[config.mk]
export PLATFORM = sky130hd
export DESIGN_NAME = ypcb_queue
export DESIGN_NICKNAME = d
export VERILOG_FILES = /design/src/rtl/ypcb_pkg.sv /design/src/rtl/ypcb_queue.sv
export SDC_FILE = /design/constraint.sdc
export NUM_CORES = 1
export LEC_CHECK = 0
export ABC_AREA = 1
export BUFFER_PORTS_ARGS = -buffer_cell sky130_fd_sc_hd__buf_2
export CAP_MARGIN = 10
export CORE_MARGIN = 10
export CORE_UTILIZATION = 55
export CTS_CLUSTER_SIZE = 28
export DETAILED_ROUTE_END_ITERATION = 6
export PLACE_DENSITY = 0.82
export SLEW_MARGIN = 10
export SYNTH_ARGS = -nofsm -noshare
export SYNTH_HDL_FRONTEND = slang
export SYNTH_SLANG_ARGS = --single-unit
[constraint.sdc]
create_clock -name clk -period 6.08 [get_ports clk]
set_input_delay 0.304 -clock clk [delete_from_list [all_inputs] [get_ports clk]]
set_output_delay 0.304 -clock clk [all_outputs]
set_load 0.02 [all_outputs]
[src/rtl/ypcb_pkg.sv]
// shared types and constants for the yaw/pitch camera basis block
`timescale 1ns / 1ps

package ypcb_pkg;

  localparam int unsigned FULL_TURN    = 92160;
  localparam int unsigned QUARTER_TURN = 23040;
  localparam int unsigned EIGHTH_TURN  = 11520;
  localparam int          PITCH_LIMIT  = 22784;

  typedef struct packed {
    logic signed [15:0] pitch;
    logic [16:0]        yaw;
  } angle_t;

  typedef struct packed {
    logic [11:0] sensitivity;
    logic        invert_pitch;
  } front_cfg_t;

  typedef struct packed {
    logic               left_handed;
    logic signed [15:0] world_up_x;
    logic signed [15:0] world_up_y;
    logic signed [15:0] world_up_z;
  } basis_cfg_t;

  typedef struct packed {
    logic signed [15:0] forward_x;
    logic signed [15:0] forward_y;
    logic signed [15:0] forward_z;
    logic signed [15:0] right_x;
    logic signed [15:0] right_y;
    logic signed [15:0] right_z;
    logic signed [15:0] up_x;
    logic signed [15:0] up_y;
    logic signed [15:0] up_z;
  } result_t;

endpackage

[src/rtl/ypcb_queue.sv]
// two-entry queue of angle pairs between front and back
`timescale 1ns / 1ps

module ypcb_queue (
  input  logic             clk,
  input  logic             rst,
  input  logic             push,
  input  ypcb_pkg::angle_t push_data,
  output logic             full,
  output logic             valid,
  output ypcb_pkg::angle_t pop_data,
  input  logic             pop
);
  import ypcb_pkg::*;

  angle_t     mem [2];
  logic       wr_ptr;
  logic       rd_ptr;
  logic [1:0] count;

  assign full     = (count == 2'd2);
  assign valid    = (count != 2'd0);
  assign pop_data = mem[rd_ptr];

  always_ff @(posedge clk) begin
    if (push) begin
      mem[wr_ptr] <= push_data;
    end
  end

  always_ff @(posedge clk) begin
    if (rst) begin
      wr_ptr <= 1'b0;
      rd_ptr <= 1'b0;
      count  <= 2'd0;
    end else begin
      if (push) begin
        wr_ptr <= !wr_ptr;
      end
      if (pop) begin
        rd_ptr <= !rd_ptr;
      end
      case ({push, pop})
        2'b10:   count <= count + 2'd1;
        2'b01:   count <= count - 2'd1;
        default: count <= count;
      endcase
    end
  end

endmodule

Word level (Yosys, flattened, before mapping)
Memory sizes are Yosys's and may differ from the RTL's. A register that Yosys moved wholly into a read port is not among the register bits.
Cells that the tools add are included.
{"block": "totals", "reg_bits": 4, "latchBits": 0, "mem_bits_rw": 66, "romBits": 0, "in_bits": 37, "out_inout_bits": 35, "elab_cells": 18, "n_memories": 1}
{"name": "mem", "depth": 2, "width": 33, "read_ports": 1, "rd_ports_with_merged_regs": 1, "write_ports": 1, "line_no": "ypcb_queue.sv:16", "text": "angle_t mem [2];"}
{"block": "op_classes", "n_addsub": 2, "mul": 0, "div": 0, "magnitude_cmp": 0, "eq_ne": 3, "n_shift": 0, "mux": 5, "bitwise_logic": 0, "reduce_logical": 4}
{"cell": "== test 2 bit (second input constant)", "n": 2}
{"cell": "two-way mux 1 bit", "n": 4}
{"cell": "one-hot mux 2 bit (2 select lines)", "n": 1}
{"cell": "nonzero test 2 bit", "n": 2}
{"cell": "adder 2 x 1 -> 2 bit (second input constant)", "n": 1}
{"cell": "== test 2 x 1 -> 1 bit (second input constant)", "n": 1}
{"cell": "zero test 1 bit", "n": 2}
{"cell": "subtractor 2 x 1 -> 2 bit (second input constant)", "n": 1}

Longest topological paths before layout
{"block": "depth", "ltp_word": 3, "depth_mapped": 7, "mapped_depth_nobuf": 7}

Least setup slack after synthesis
OpenSTA, ideal clock, no wires.
{"block": "synth_path", "kind": "input to register", "start": "input push", "end": "memory mem[0][0] (netlist name), enable pin", "setup_time_ns": 0.424, "arrival_ns": 1.751, "t_required_ns": 5.656, "slack_ns": 3.906, "stages": 2, "path_buffers": 0, "path_cell_list": "inv_1 -> nor2_1"}
{"block": "synth_via", "elab_chain_cells": 2}
{"item": "start, declared", "line_no": "ypcb_queue.sv:7", "text": "input logic push,"}
{"item": "two-way mux 1 bit", "line_no": "ypcb_queue.sv:26", "text": "if (push) begin"}
{"item": "two-way mux 1 bit (implied by the code)", "line_no": "ypcb_queue.sv:27", "text": "mem[wr_ptr] <= push_data;"}
{"item": "end, declared", "line_no": "ypcb_queue.sv:16"}
Every way passes these cells.

==> reports/results.txt <==
Cell Int Power = 0.774 mW
final setup violation count = 0
DPL Wire Length = 3490 um
CTS sink count = 71
Post-DP Area = 0.00315 mm^2
max_slew headroom = 29.4%
#FFs+latches synth = 71
post-synth top area cell = edfxtp_1
Post-Syn Area per Cell = 20.3 um^2
status = complete, no violations
PwrDens = 309 mW/mm^2
cell family with most CP delay = flip-flops
Max Fclk = 0.442 GHz
vias per cell = 4.83
initial antenna violation count = 0
total global-route track usage = 12.0%
worst-margin pin slew = 1.06 ns
post-synth top area share = 71.7%
Final GP Congestion = 0.698
pre-CTS setup slack = 4.14 ns
RSZ-0062 raised after global routing = false
setup ws final = 3.82 ns
CP arrival = 1.96 ns
CTS Buf Count = 9
CP max FO = 33
Synth cell types = 15
setup TNS = 0 ns
PortBufs = 71
row count = 25
Clock Latency Late Sink = 0.33 ns
Die X = 90.9 um
Syn Nets = 174
Final Hold Vio Count = 0
Max-Cap Viols = 0
# nets final = 253
CP max stage cell = dfxtp_2
multiplexer area fraction after synthesis = 17.5%
core box area = 0.00479 mm^2
root buffer cell = clkbuf_8
worst path required time = 5.78 ns
Sw Ratio = 23.9%
area taken by flip-flops and latches = 0.00208 mm^2
WL per Instance = 17.2 um
clock buffer depth = 2
dominant cells by area after synthesis = edfxtp_1, mux2_4, dfxtp_1, buf_12, nor2_1
NetSw = 0.243 mW
# fillers = 336
Remaining DRCs = 0
Cells after Synth = 136
Leakage Power = 1.34 nW
Max IR drop VDD = 0.197 mV
post-synthesis xor/xnor area fraction = 0.317%
vias in the first global route = 1564
DRT Pass-1 Iters = 4
Seq/Total Area, Yosys = 75.4%
post-synthesis simple-gate area fraction = 2.45%
Starting Density = 57.7%
largest family of logic cells by synthesized area = multiplexers
Worst Path Buf+Inv = 1
power share of the combinational group = 13.4%
CTS tree = done
Inst Count DP = 271
I/O pin count = 72
hold_buf cts = 0
Tcrit/Tclk final = 37.2%
WS Path Type = reg2out
diode count = 0
first-pass GRT wire length = 7670 um
final max-slew violation count = 0
multi-input logic area = 591 um^2
CP Cell Sequence = mux2_2 > buf_2
compound-gate portion of the synthesized area = 0.362%
share of cells above drive strength 1 = 53.4%
area delta synth->final = 19.2%
Final Skew = 0.00806 ns
setup bufs post-CTS = 0
Tmin final = 2.26 ns
crit start category = register
Clk network pwr share = 29.2%
Syn. warnings = 0
CTS clk-pin slew, worst paths = 0.07 ns
die height = 90.9 um
overall power = 1.02 mW
Adder-Cell Fraction of Synth Area = 0.453%
via count = 1380
Min-Delay Path Class = in2reg
drt initial violations = 91
slowest stage delay, CP = 1.03 ns
post-CTS resize count = 0
Detail Route Antenna Nets = 0
largest net degree at the start of global routing = 34
Critical Path End Type = output pin
fin area = 0.00329 mm^2
global route overflow = 0
total wire length = 4930 um
Seq pwr share = 57.4%
Non-Filler Instances = 286
die area = 0.00826 mm^2
Mapped Area = 0.00276 mm^2
# H-tree levels = 3
[placed cells by master, fill, tap and decap left out, types with 3 or more instances in the layout]
cell type	count
dfxtp_1	4
clkbuf_8	9
clkbuf_1	4
buf_2	71
inv_1	7
mux2_2	3
mux2_4	30
edfxtp_1	66
nand2_1	6
nor2_1	8
[path summary, 6_finish.rpt]
path                               end  cells after the start                 from  slack (ns)
setup / recovery          pop_data[26]                      2             register        3.82
hold / removal    mem[0][19]$_DFFE_PP_                      1        push_data[19]        0.16
setup reg to reg  mem[1][30]$_DFFE_PP_                      3  wr_ptr$_SDFFE_PP0P_        4.38
hold reg to reg    rd_ptr$_SDFFE_PP0P_                      2  rd_ptr$_SDFFE_PP0P_        0.53
[worst register-to-register path, stage by stage, from the launching register on]
cell	delay (ns)
dfxtp_1	0.40
nand2_1	0.07
inv_1	0.53
buf_4	0.39
[power groups by stage]
| stage | clock network [mW] | logic (mW) | registers, mW |
|---|---|---|---|
| floorplan | 0 | 0.109 | 0.581 |
| global placement | 0 | 0.136 | 0.593 |
| detailed placement | 0 | 0.138 | 0.595 |
| CTS | 0.302 | 0.139 | 0.584 |
| global route | 0.329 | 0.146 | 0.587 |
| finish | 0.297 | 0.136 | 0.583 |
[state kept, by name (all words and copies together), names as in the netlist, named ones only]
| signal | count |
|---|---|
| rd_ptr | 1 |
| wr_ptr | 1 |
| mem | 66 |
| count | 2 |
[cells in the mapped netlist]
cell type / number
edfxtp_1: 66
mux2_4: 30
nor2_1: 9
inv_1: 7
nand2_1: 6
dfxtp_1: 5
buf_12: 3
mux2_2: 3
a21oi_1: 1
buf_6: 1
ha_1: 1
nand4_1: 1
nor3_1: 1
o21ai_0: 1
xnor2_1: 1
[routing by layer]
layer,track usage [%],wire length (um),up-vias
met5,0,0,-
met4,4.70,27,0
met3,5.49,313,2
met2,20.2,2580,41
met1,12.9,2000,672
li1,-,-,665
[layout make-up]
cell class	count	share of cell area, %
Timing Repair Buffer	72	11.0
Clock inverter	2	0.266
Sequential cell	71	63.2
Clock buffer	13	4.22
Multi-Input combinational cell	54	17.9
Inverter	7	0.798
Tap cell	67	2.54
[metrics by stage]
step	utilization, %	hold slack, ns
CTS	68.8	0.150
floorplan	-	0.376
global route	68.8	0.141
global placement	65.8	0.492
finish	68.8	0.160
detailed placement	65.8	0.498
[logic make-up (layout without fill, tap and decap cells)]
kind of cell	count (synthesis)	in the layout
fa+ha+maj	1	1
mux	33	33
simple gates	17	17
flops	71	71
compound gates	2	2
xor+xnor	1	1
buf+inv	11	94
No activity file was read; power rests on OpenSTA's default activity.
