File: src/rtl/ypcb_pkg.sv
// shared types and constants for the yaw/pitch camera basis block
`timescale 1ns / 1ps

package ypcb_pkg;

  localparam int unsigned FULL_TURN    = 92160;
  localparam int unsigned QUARTER_TURN = 23040;
  localparam int unsigned EIGHTH_TURN  = 11520;
  localparam int          PITCH_LIMIT  = 22784;

  typedef struct packed {
    logic signed [15:0] pitch;
    logic [16:0]        yaw;
  } angle_t;

  typedef struct packed {
    logic [11:0] sensitivity;
    logic        invert_pitch;
  } front_cfg_t;

  typedef struct packed {
    logic               left_handed;
    logic signed [15:0] world_up_x;
    logic signed [15:0] world_up_y;
    logic signed [15:0] world_up_z;
  } basis_cfg_t;

  typedef struct packed {
    logic signed [15:0] forward_x;
    logic signed [15:0] forward_y;
    logic signed [15:0] forward_z;
    logic signed [15:0] right_x;
    logic signed [15:0] right_y;
    logic signed [15:0] right_z;
    logic signed [15:0] up_x;
    logic signed [15:0] up_y;
    logic signed [15:0] up_z;
  } result_t;

endpackage

File: src/rtl/ypcb_front.sv
// front end: scales steps, accumulates and clamps pitch, wraps yaw
`timescale 1ns / 1ps

module ypcb_front (
  input  logic                  clk,
  input  logic                  rst,
  input  ypcb_pkg::front_cfg_t  cfg,
  input  logic                  in_valid,
  output logic                  in_stall,
  input  logic signed [11:0]    pitch_step,
  input  logic signed [11:0]    yaw_step,
  output logic                  push,
  output ypcb_pkg::angle_t      push_data,
  input  logic                  q_full
);
  import ypcb_pkg::*;

  typedef enum logic [1:0] {F_IDLE, F_CALC, F_RED, F_PUSH} state_t;

  state_t             state;
  logic signed [15:0] pitch;
  logic [16:0]        yaw;
  logic signed [24:0] dp;
  logic signed [24:0] dy;
  logic [23:0]        mag;
  logic               vneg;
  logic [2:0]         k;

  logic signed [24:0] dp_c;
  logic signed [24:0] dy_c;
  logic signed [25:0] psum;
  logic signed [15:0] pitch_next;
  logic signed [25:0] ysum;
  logic [23:0]        sub;
  logic [16:0]        yaw_next;

  assign dp_c = 25'(pitch_step) * 25'(signed'({1'b0, cfg.sensitivity}));
  assign dy_c = 25'(yaw_step) * 25'(signed'({1'b0, cfg.sensitivity}));

  always_comb begin
    psum = 26'(pitch) + 26'(dp);
    if (psum > 26'(PITCH_LIMIT)) begin
      pitch_next = 16'(PITCH_LIMIT);
    end else if (psum < -26'(PITCH_LIMIT)) begin
      pitch_next = -16'(PITCH_LIMIT);
    end else begin
      pitch_next = 16'(psum);
    end
    ysum = signed'(26'(yaw)) + 26'(dy);
    sub = 24'(FULL_TURN) << k;
    yaw_next = (vneg && (mag != 24'd0)) ? 17'(24'(FULL_TURN) - mag) : 17'(mag);
  end

  assign in_stall  = (state != F_IDLE);
  assign push      = (state == F_PUSH) && !q_full;
  assign push_data = '{pitch: pitch, yaw: yaw_next};

  always_ff @(posedge clk) begin
    if (rst) begin
      state <= F_IDLE;
      pitch <= '0;
      yaw   <= '0;
    end else begin
      case (state)
        F_IDLE: begin
          if (in_valid) begin
            dp    <= cfg.invert_pitch ? -dp_c : dp_c;
            dy    <= dy_c;
            state <= F_CALC;
          end
        end
        F_CALC: begin
          pitch <= pitch_next;
          vneg  <= ysum < 0;
          mag   <= (ysum < 0) ? 24'(-ysum) : 24'(ysum);
          k     <= 3'd6;
          state <= F_RED;
        end
        F_RED: begin
          if (mag >= sub) begin
            mag <= mag - sub;
          end
          if (k == 3'd0) begin
            state <= F_PUSH;
          end else begin
            k <= k - 3'd1;
          end
        end
        F_PUSH: begin
          if (!q_full) begin
            yaw   <= yaw_next;
            state <= F_IDLE;
          end
        end
        default: state <= F_IDLE;
      endcase
    end
  end

endmodule

File: config.mk
export PLATFORM = sky130hd
export DESIGN_NAME = ypcb_front
export DESIGN_NICKNAME = d
export VERILOG_FILES = /design/src/rtl/ypcb_pkg.sv /design/src/rtl/ypcb_front.sv
export SDC_FILE = /design/constraint.sdc
export NUM_CORES = 1
export LEC_CHECK = 0
export ABC_AREA = 1
export BUFFER_PORTS_ARGS = -buffer_cell sky130_fd_sc_hd__buf_2
export CAP_MARGIN = 10
export CORE_MARGIN = 3
export CORE_UTILIZATION = 36
export CTS_CLUSTER_SIZE = 25
export DETAILED_ROUTE_END_ITERATION = 8
export RECOVER_POWER = 100
export REMOVE_ABC_BUFFERS = 1
export SETUP_SLACK_MARGIN = 0.2
export SYNTH_ARGS = -nofsm -noshare
export SYNTH_HDL_FRONTEND = slang
export SYNTH_SLANG_ARGS = --single-unit
File: constraint.sdc
create_clock -name clk -period 8.9 [get_ports clk]
set_input_delay 1.78 -clock clk [delete_from_list [all_inputs] [get_ports clk]]
set_output_delay 1.78 -clock clk [all_outputs]
set_load 0.02 [all_outputs]
Word level (Yosys, flattened, before mapping)
Index checks and enable logic that the tools add are counted.
- flip-flop bits (word level): 113
- bits in writable memories: 0
- memories: 0
- memory bits (read-only): 0
- latch bits: 0
- word-level logic and storage cells: 59
- output and inout port bits: 35
- magnitude comparators: 4
- add/subtract/negate cells: 7
- div/mod/pow operators: 0
- multiply operators: 2
- muxes and demuxes: 13
- equal/unequal tests: 8
- bitwise gates (word level): 2
- shift-type cells: 1
- reductions and logical operators: 14
- operators by type and width (operator ; number):
    $mul 12x13->25 ; 2
    $mux 24 ; 2
    $pmux 24 s2 ; 1
    $mux 16 ; 2
    $add 16x25->26 ; 1
    $add 18x25->26 ; 1
    $gt 26x16->1 const B ; 1
    $lt 26x1->1 const B ; 1
    $lt 26x16->1 const B ; 1
    $mux 25 ; 1
    $neg 25->25 ; 1
    $ge 24x24->1 ; 1
    $neg 24->24 ; 1
    $reduce_bool 24->1 ; 1
    $shl 17x3->24 const A ; 1
    $sub 24x24->24 ; 1
    $mux 17 ; 1
    $sub 17x17->17 const A ; 1
    $reduce_and 3->1 ; 4
    $ne 2x2->1 const B ; 5
    $pmux 2 s4 ; 1
    $mux 2 ; 3
    $pmux 3 s2 ; 1
    $eq 2x2->1 const B ; 2
    other kinds (10) ; 14

Depth between registers and ports, before layout
Gate-level depths: netlist (run 1).
- word-level depth: 4
- mapped depth: 32

Least setup slack after synthesis (run 1)
No wires, ideal clock.
- path kind: in2reg
- from: in pitch_step[10]
- to: reg dp[24] (data pin)
- data required time: 8647 ps
- path slack: 1976 ps
- path buffers: 1
- stages on the path: 27
- setup time: 253 ps
- data arrival time: 6671 ps
- cell sequence: clkbuf_1 > nand2_1 > fa_1 > fa_1 > inv_1 > fa_1 > fa_1 > inv_1 > fa_1 > inv_1 > ha_1 > a21oi_1 > nor2_1 > nor2_1 > nor2_1 > nor2_1 > nand2_1 > xnor2_2 > inv_1 > nor2_1 > nand3_1 > nor2_1 > nand3_1 > nand2_1 > nand2_1 > nand2_1 > nand2_1
- longest elaborated chain between the ends: 3
- RTL lines (item ; RTL line ; RTL):
    start, declared ; ypcb_front.sv:10 ; input logic signed [11:0] pitch_step,
    $mul 12x13->25 * ; ypcb_front.sv:37 ; assign dp_c = 25'(pitch_step) * 25'(signed'({1'b0, cfg.sensitivity}));
    $neg 25->25 ; ypcb_front.sv:67 ; dp <= cfg.invert_pitch ? -dp_c : dp_c;
    $mux 25 * ; ypcb_front.sv:67 ;
    end signal, assigned ; ypcb_front.sv:67 ;
    end, declared ; ypcb_front.sv:23 ; logic signed [24:0] dp;
Every way passes the cells marked *; elsewhere a longest branch is shown, timed or not.
A chain may end at the register's enable or synchronous reset.

Final worst setup path (run 1)
- from: in cfg[1] (netlist name)
- to: reg dp[20] (data pin)
- longest elaborated chain between the ends: 3
- RTL lines (item ; RTL line ; RTL):
    start, declared ; ypcb_front.sv:7 ; input ypcb_pkg::front_cfg_t cfg,
    $mul 12x13->25 * ; ypcb_front.sv:37 ;
    $neg 25->25 ; ypcb_front.sv:67 ;
    $mux 25 * ; ypcb_front.sv:67 ;
Marked as above.

==> run summary, run 1 <==
STA
------------------------------------------------------------------------------------------------------
Final-layout setup total negative slack                                                           0 ns
Number of hold violations in the final report                                                        0
Number of setup violations in the final report                                                       0
Share of the clock period used by the worst path                                                 0.869
Worst setup skew after layout                                                                0.0133 ns
Max Clk Rate                                                                                   129 MHz
Setup repair after global routing missed its margin                                                 no
Tmin final                                                                                     7.73 ns
Transition time at the pin with the least slew margin                                          2.66 ns
Rel. slew slack                                                                                 -0.776
Pins over their slew limit                                                                          83
Post-layout worst setup margin                                                                 1.17 ns

LOGIC SYNTHESIS
------------------------------------------------------------------------------------------------------
Seq/Total Area, Yosys                                                                            0.154
Largest family of logic cells by synthesized area                                          adder cells
Number of standard cells after synthesis                                                          2747
Count of state elements after synthesis                                                            113
Fraction of synthesized cell area in xor and xnor cells                                         0.0443
Post-Synth Adder-Cell Area                                                                       0.347
Cell type with the largest total area after synthesis                                     sky130_fd_sc_hd__fa_1
Synth warnings                                                                                       0
Area fraction of the dominant cell type after synthesis                                          0.207
Area fraction in compound gates after synthesis                                                 0.0718
Simple-gate portion of the synthesized area                                                      0.253
Library cells used by synthesis                                                                     54
Mean instance size in the synthesized netlist                                               7.18 sq um
Biggest area contributors in the synthesized netlist                                      sky130_fd_sc_hd__fa_1 21%, sky130_fd_sc_hd__nand2_1 14%, sky130_fd_sc_hd__ha_1 14%, sky130_fd_sc_hd__edfxtp_1 12%, sky130_fd_sc_hd__inv_1 11%
Mapped cell area                                                                           19700 sq um
Post-synthesis mux area share                                                                        0

DRT
------------------------------------------------------------------------------------------------------
Vias                                                                                             16700
Pre-Repair DR Iteration Count                                                                        7
# DRC                                                                                                0
Routed Wire Length                                                                             48.1 mm
Remaining number of nets flagged by the antenna check after routing                                  0
Post-detailed-route via-to-cell ratio                                                             4.80
Wire length per cell                                                                           13.8 um
Number of DRC violations after detailed-routing iteration 0                                        984

SETUP PATH
------------------------------------------------------------------------------------------------------
Number of cell instances on the worst register-to-register path                                     20
CP Launch Type                                                                            primary input
Family with the most delay on the worst path                                               adder cells
CP most frequent cell                                                                     sky130_fd_sc_hd__inv_1
Type of the worst setup path                                                              primary input to flop
Crit-path max cell delay                                                                       0.87 ns
Buf+Inv Stages, Crit Path                                                                            6
Data arrival at the endpoint of the critical path                                              7.91 ns
Req. time, crit path                                                                           9.08 ns
CP Cell Sequence                                                                          clkbuf_1, nand2_1, fa_1, inv_1, ha_1, inv_1, fa_1, inv_1, ha_1, inv_1, fa_1, inv_1, fa_1, xnor2_1, nand2_1, nor2_1, nand3_1, nor3_1, nand3_1, nor3_1, nand3_1, o211ai_1, nand2_1
CP Capture Type                                                                                   flop
Maximum net fanout on the critical path                                                             23
Master of the slowest instance on the critical path                                       sky130_fd_sc_hd__clkbuf_1
Critical Path Stages                                                                                23

OUTCOME
------------------------------------------------------------------------------------------------------
Violations in the final reports                                                           capacitance limit, slew limit
Status                                                                                    finished, violations left

JOB
------------------------------------------------------------------------------------------------------
Max Cap Viol                                                                                         2

CLOCKING
------------------------------------------------------------------------------------------------------
Max H-tree Level                                                                                     4
Post CTS Setup Buffer Count                                                                          0
Number of buffers inserted for hold repair after clock tree synthesis                                0
Post-CTS sizing                                                                                      0
Clock transition at the register clock pins on the worst setup and hold paths after CTS        0.05 ns
CTS max path bufs                                                                                    2
Number of CTS-inserted buffers                                                                      17
Root Buffer Master                                                                        sky130_fd_sc_hd__clkbuf_16
Clock insertion delay at the later pin of the skew report                                      0.43 ns
Clock Sinks                                                                                        113
TritonCTS clock tree                                                                              done

PLACEMENT
------------------------------------------------------------------------------------------------------
# port buffers                                                                                      75
Final RePlAce weighted congestion                                                                0.867
Worst slack at placement                                                                       1.42 ns
Post-detailed-placement half-perimeter wirelength                                              39.8 mm

POWER
------------------------------------------------------------------------------------------------------
Pwr/cell area                                                                              348 nW/um^2
Leakage Power                                                                                  11.6 nW
Maximum ir drop on the vdd rail                                                                 264 uV

DIE
------------------------------------------------------------------------------------------------------
Placeable Area                                                                             54000 sq um
Die ar.                                                                                    57700 sq um
Width of the die                                                                                240 um
Initial Util                                                                                     0.365
Die height                                                                                      240 um
Standard-cell row count                                                                             85
I/O pin cnt                                                                                         76

HOLD PATH
------------------------------------------------------------------------------------------------------
Cells on Worst Hold Path                                                                             2
Worst min-delay path class                                                                flop to flop

FINISH
------------------------------------------------------------------------------------------------------
Sequential cell area in the final layout                                                    3040 sq um
Total area of multi-input combinational cells                                              14100 sq um
# diodes                                                                                             0
Growth of design area from synthesis to finish                                                   7.51%
Final Net Count                                                                                   3241
Filler Cells Inserted                                                                             5720
Fraction of layout instances using a drive strength above 1                                     0.0502

GLOBAL ROUTING
------------------------------------------------------------------------------------------------------
Total congestion overflow                                                                            0
Number of global-route vias before repair                                                        16400
Total routing resource utilization after global routing                                          0.174
Pin count of the biggest net entering global routing                                                51
Global-route wire length before repair                                                         81.8 mm
Number of antenna violations at the first check in global routing                                    1

-- registers in the layout, indices dropped and copies added (netlist names) --
register	count
dp	25
dy	25
mag	24
yaw	17
pitch	16
k	3
state	2
vneg	1
-- layout make-up --
cell class	instances	area share
Multi-Input combinational cell	1960	0.665
Sequential cell	113	0.143
Inverter	605	0.107
Tap cell	696	0.0411
Clock buffer	23	0.0231
Timing Repair Buffer	78	0.0163
Clock inverter	9	0.00454
-- worst register-to-register path, stage by stage, from the launching register on --
cell and delay (ns):
sky130_fd_sc_hd__edfxtp_1 0.46, sky130_fd_sc_hd__inv_1 0.14, sky130_fd_sc_hd__ha_1 0.19, sky130_fd_sc_hd__ha_1 0.24
sky130_fd_sc_hd__inv_1 0.07, sky130_fd_sc_hd__ha_1 0.29, sky130_fd_sc_hd__or2_2 0.12, sky130_fd_sc_hd__nand3_1 0.08
sky130_fd_sc_hd__nand2_1 0.11, sky130_fd_sc_hd__a21oi_1 0.09, sky130_fd_sc_hd__nor2_1 0.09, sky130_fd_sc_hd__nor2_1 0.07
sky130_fd_sc_hd__o21ai_0 0.34, sky130_fd_sc_hd__nand2_1 0.09, sky130_fd_sc_hd__nand2_1 0.11, sky130_fd_sc_hd__nand2_1 0.06
sky130_fd_sc_hd__nand2_1 0.09, sky130_fd_sc_hd__nand2_1 0.06, sky130_fd_sc_hd__nand2_1 0.06, sky130_fd_sc_hd__nand2_1 0.07
sky130_fd_sc_hd__inv_1 0.66
-- where the power goes --
part / total [mW] / internal, mW / switching (mW)
clock network: 0.687 / 0.419 / 0.269
logic: 5.63 / 1.95 / 3.68
registers: 1.06 / 0.930 / 0.130
total: 7.38 / 3.30 / 4.08
-- worst paths after layout --
kind            start        to  slack (ns)
max            cfg[1]    dp[20]        1.17
min          pitch[0]  pitch[0]        0.49
max reg2reg      k[0]   mag[19]        5.04
min reg2reg  pitch[0]  pitch[0]        0.49
-- cells in the mapped netlist (all sizes together) --
library cell    n
fa            204
edfxtp         78
o22ai           4
a31oi           5
nand3b         12
nor3b           1
a21oi         126
nor4            6
ha            221
buf             9
nor3           18
nand4          36
inv           604
xnor2          36
o31ai           2
xor2           56
o21bai          6
a211oi          2
clkinv          1
nand2         764
nor2          208
o221ai          2
o211ai          6
and2            1
or2            16
nand3         126
a22oi           1
clkbuf         60
a21boi          3
and3            2
o311ai          1
a21o            4
o21a            1
o21ai          90
dfxtp          35
-- layout by cell type (no fill, tap or decap), drive strengths merged, types with 2 or more instances in the layout --
master / netlist / routed
a211oi: 2 / 2
a21boi: 3 / 3
a21o: 4 / 4
a21oi: 126 / 126
a31oi: 5 / 5
and3: 2 / 2
buf: 9 / 40
clkbuf: 60 / 61
clkinv: 1 / 3
clkinvlp: 0 / 3
dfxtp: 35 / 35
edfxtp: 78 / 78
fa: 204 / 204
ha: 221 / 221
inv: 604 / 607
nand2: 764 / 764
nand3: 126 / 126
nand3b: 12 / 12
nand4: 36 / 36
nor2: 208 / 208
nor3: 18 / 18
nor4: 6 / 6
o211ai: 6 / 6
o21ai: 90 / 90
o21bai: 6 / 6
o221ai: 2 / 2
o22ai: 4 / 4
o31ai: 2 / 2
or2: 16 / 16
xnor2: 36 / 36
xor2: 56 / 56
-- logic make-up after synthesis --
kind of cell,Yosys count
compound gates,253
xor+xnor,92
fa+ha+maj,425
buf+inv,674
flops,113
simple gates,1190
-- metrics by stage --
step | hold slack (ns) | cell area [sq um] | utilization | cells | power (mW)
after floorplan | 0.490 | 19500 | - | 2678 | 5.35
after global placement | 0.484 | 20700 | 0.384 | 3452 | 6.72
after detailed placement | 0.482 | 20700 | 0.384 | 3452 | 6.73
after CTS | 0.488 | 21300 | 0.394 | 3484 | 7.46
after global routing | 0.505 | 21200 | 0.393 | 3484 | 8.26
final | 0.486 | 21200 | 0.393 | 3484 | 7.38
-- layer usage --
metal,global-route usage,share of wire,up-vias,wire length (um)
met4,0.0355,0.012,2,598
met2,0.286,0.45,339,21600
met5,0,0.00023,-,11
met3,0.0171,0.044,41,2100
li1,-,-,8508,-
met1,0.250,0.49,7840,23700
(Power assumes the default switching activity.)
==> run 2: changes to the inputs <==
- clock period: 8.9 -> 9.4 ns (I/O delays scaled with it)
==> run summary, run 2 (synthesis results as in run 1) <==
SETUP PATH
------------------------------------------------------------------------------------------------------
Master of the slowest instance on the critical path                                       sky130_fd_sc_hd__clkbuf_1
CP Launch Type                                                                            primary input
CP Cell Sequence                                                                          clkbuf_1, nand2_1, fa_1, fa_1, fa_1, inv_1, fa_1, inv_1, fa_1, inv_1, ha_1, a21oi_1, a21boi_0, xnor2_1, nor3_1, nand4_1, o21ai_0, o21ai_0, nand2_1, nand2_1
Maximum net fanout on the critical path                                                             23
Data arrival at the endpoint of the critical path                                              8.06 ns
Crit-path max cell delay                                                                       0.88 ns
CP most frequent cell                                                                     sky130_fd_sc_hd__fa_1
Buf+Inv Stages, Crit Path                                                                            4
CP Capture Type                                                                                   flop
Critical path origin                                                                            cfg[1]
RR Startpoint                                                                                     k[0]
Req. time, crit path                                                                           9.58 ns
Family with the most delay on the worst path                                               adder cells
Type of the worst setup path                                                              primary input to flop

OUTCOME
------------------------------------------------------------------------------------------------------
Status                                                                                    finished, violations left
Violations in the final reports                                                           capacitance limit, slew limit

FINISH
------------------------------------------------------------------------------------------------------
Total area of multi-input combinational cells                                              14100 sq um
Filler Cells Inserted                                                                             5768
Largest registers                                                                         dp: 25 flops, dy: 25 flops, mag: 24 flops
Most common cell after layout, fill and taps aside                                        sky130_fd_sc_hd__nand2_1
Post-Layout Inst Area                                                                      21200 sq um
Growth of design area from synthesis to finish                                                   7.36%
Final Net Count                                                                                   3241
Sequential cell area in the final layout                                                    3040 sq um
Fraction of layout instances using a drive strength above 1                                     0.0502
Utilization after layout                                                                         0.392
Leading cell types in the layout, fill and taps excluded                                  748 x sky130_fd_sc_hd__nand2_1, 600 x sky130_fd_sc_hd__inv_1, 221 x sky130_fd_sc_hd__ha_1, 204 x sky130_fd_sc_hd__fa_1, 197 x sky130_fd_sc_hd__nor2_1
# diodes                                                                                             0

CLOCKING
------------------------------------------------------------------------------------------------------
Max H-tree Level                                                                                     4
Post-CTS sizing                                                                                      0
TritonCTS clock tree                                                                              done
Clock insertion delay at the later pin of the skew report                                      0.43 ns
Clock Sinks                                                                                        113
Clock transition at the register clock pins on the worst setup and hold paths after CTS        0.06 ns
Number of CTS-inserted buffers                                                                      17
Number of buffers inserted for hold repair after clock tree synthesis                                0
Root Buffer Master                                                                        sky130_fd_sc_hd__clkbuf_16
Post CTS Setup Buffer Count                                                                          0
CTS max path bufs                                                                                    2

DIE
------------------------------------------------------------------------------------------------------
I/O pin cnt                                                                                         76
Placeable Area                                                                             54000 sq um
Standard-cell row count                                                                             85
Die height                                                                                      240 um
Die ar.                                                                                    57700 sq um
Initial Util                                                                                     0.365
Width of the die                                                                                240 um

DRT
------------------------------------------------------------------------------------------------------
Pre-Repair DR Iteration Count                                                                        5
Routed Wire Length                                                                             48.6 mm
Number of DRC violations after detailed-routing iteration 0                                        888
Wire length per cell                                                                           13.9 um
# DRC                                                                                                0
Vias                                                                                             16700
Remaining number of nets flagged by the antenna check after routing                                  0
Post-detailed-route via-to-cell ratio                                                             4.80

STA
------------------------------------------------------------------------------------------------------
Setup repair after global routing missed its margin                                                 no
Max Clk Rate                                                                                   127 MHz
Transition time at the pin with the least slew margin                                          2.71 ns
Tmin final                                                                                     7.88 ns
Share of the clock period used by the worst path                                                 0.839
Rel. slew slack                                                                                 -0.807
Pins over their slew limit                                                                          83
Number of setup violations in the final report                                                       0
Worst setup skew after layout                                                                0.0139 ns
Number of hold violations in the final report                                                        0
Final-layout setup total negative slack                                                           0 ns

POWER
------------------------------------------------------------------------------------------------------
Maximum ir drop on the vdd rail                                                                 243 uV
Pwr/cell area                                                                              329 nW/um^2
Power consumption                                                                              6.96 mW
Leakage Power                                                                                  11.6 nW

GLOBAL ROUTING
------------------------------------------------------------------------------------------------------
Number of antenna violations at the first check in global routing                                    1
Total routing resource utilization after global routing                                          0.175
Global-route wire length before repair                                                         82.1 mm
Pin count of the biggest net entering global routing                                                51
Total congestion overflow                                                                            0
Number of global-route vias before repair                                                        16400

JOB
------------------------------------------------------------------------------------------------------
Max Cap Viol                                                                                         2

HOLD PATH
------------------------------------------------------------------------------------------------------
Worst min-delay path class                                                                flop to flop
Hold Crit Start                                                                               pitch[0]

PLACEMENT
------------------------------------------------------------------------------------------------------
Final RePlAce weighted congestion                                                                0.869
Placed standard-cell area                                                                  20700 sq um
Post-detailed-placement half-perimeter wirelength                                              40.0 mm
# port buffers                                                                                      75

[run 2: cell count changes in the layout (fill, tap and decap cells not counted), sizes merged]
cell,previous run,this run
inv,607,609
clkinv,3,6
clkbuf,61,57
clkinvlp,3,2
[run 2: path summary, 6_finish.rpt]
kind	end	slack (ns)	cells after the start
max	dp[21]	1.52	20
min	pitch[0]	0.50	2
max reg2reg	mag[6]	5.57	20
min reg2reg	pitch[0]	0.50	2
[run 2: where the power goes]
part | internal, mW | leakage (nW) | switching (mW)
logic | 1.84 | 10.3 | 3.49
registers | 0.881 | 1.00 | 0.121
clock network | 0.374 | 0.275 | 0.259
total | 3.09 | 11.6 | 3.87
[run 2: metrics by stage]
step | hold WS [ns] | worst slack [ns] | instances
floorplan | 0.490 | 2.58 | 2678
global placement | 0.484 | 1.86 | 3452
detailed placement | 0.492 | 1.80 | 3452
CTS | 0.501 | 2.25 | 3484
global route | 0.528 | 1.01 | 3484
finish | 0.501 | 1.52 | 3484
[run 2: layout make-up]
class	count	share of cell area
clock buffers	19	0.0209
clock inverters	13	0.00591
inverters	605	0.107
multi-input cells	1960	0.665
flip-flops and latches	113	0.144
well taps	696	0.0411
repair buffers	78	0.0163
[run 2: worst register-to-register path: cells and delay by family (launching register included)]
family | cells | cell delay [ns]
DFF | 1 | 0.46
AOI/OAI and AO/OA | 2 | 0.42
adders and majority gates | 3 | 0.71
buffers and inverters | 3 | 0.85
and+or+nand+nor | 12 | 1.02
[run 2: layer usage]
layer / vias up / GRT usage / part of all wire
li1: 8502 / - / -
met1: 7855 / 0.252 / 0.49
met2: 341 / 0.288 / 0.45
met3: 31 / 0.0172 / 0.042
met4: 2 / 0.0328 / 0.010
met5: - / 0 / 0.00023
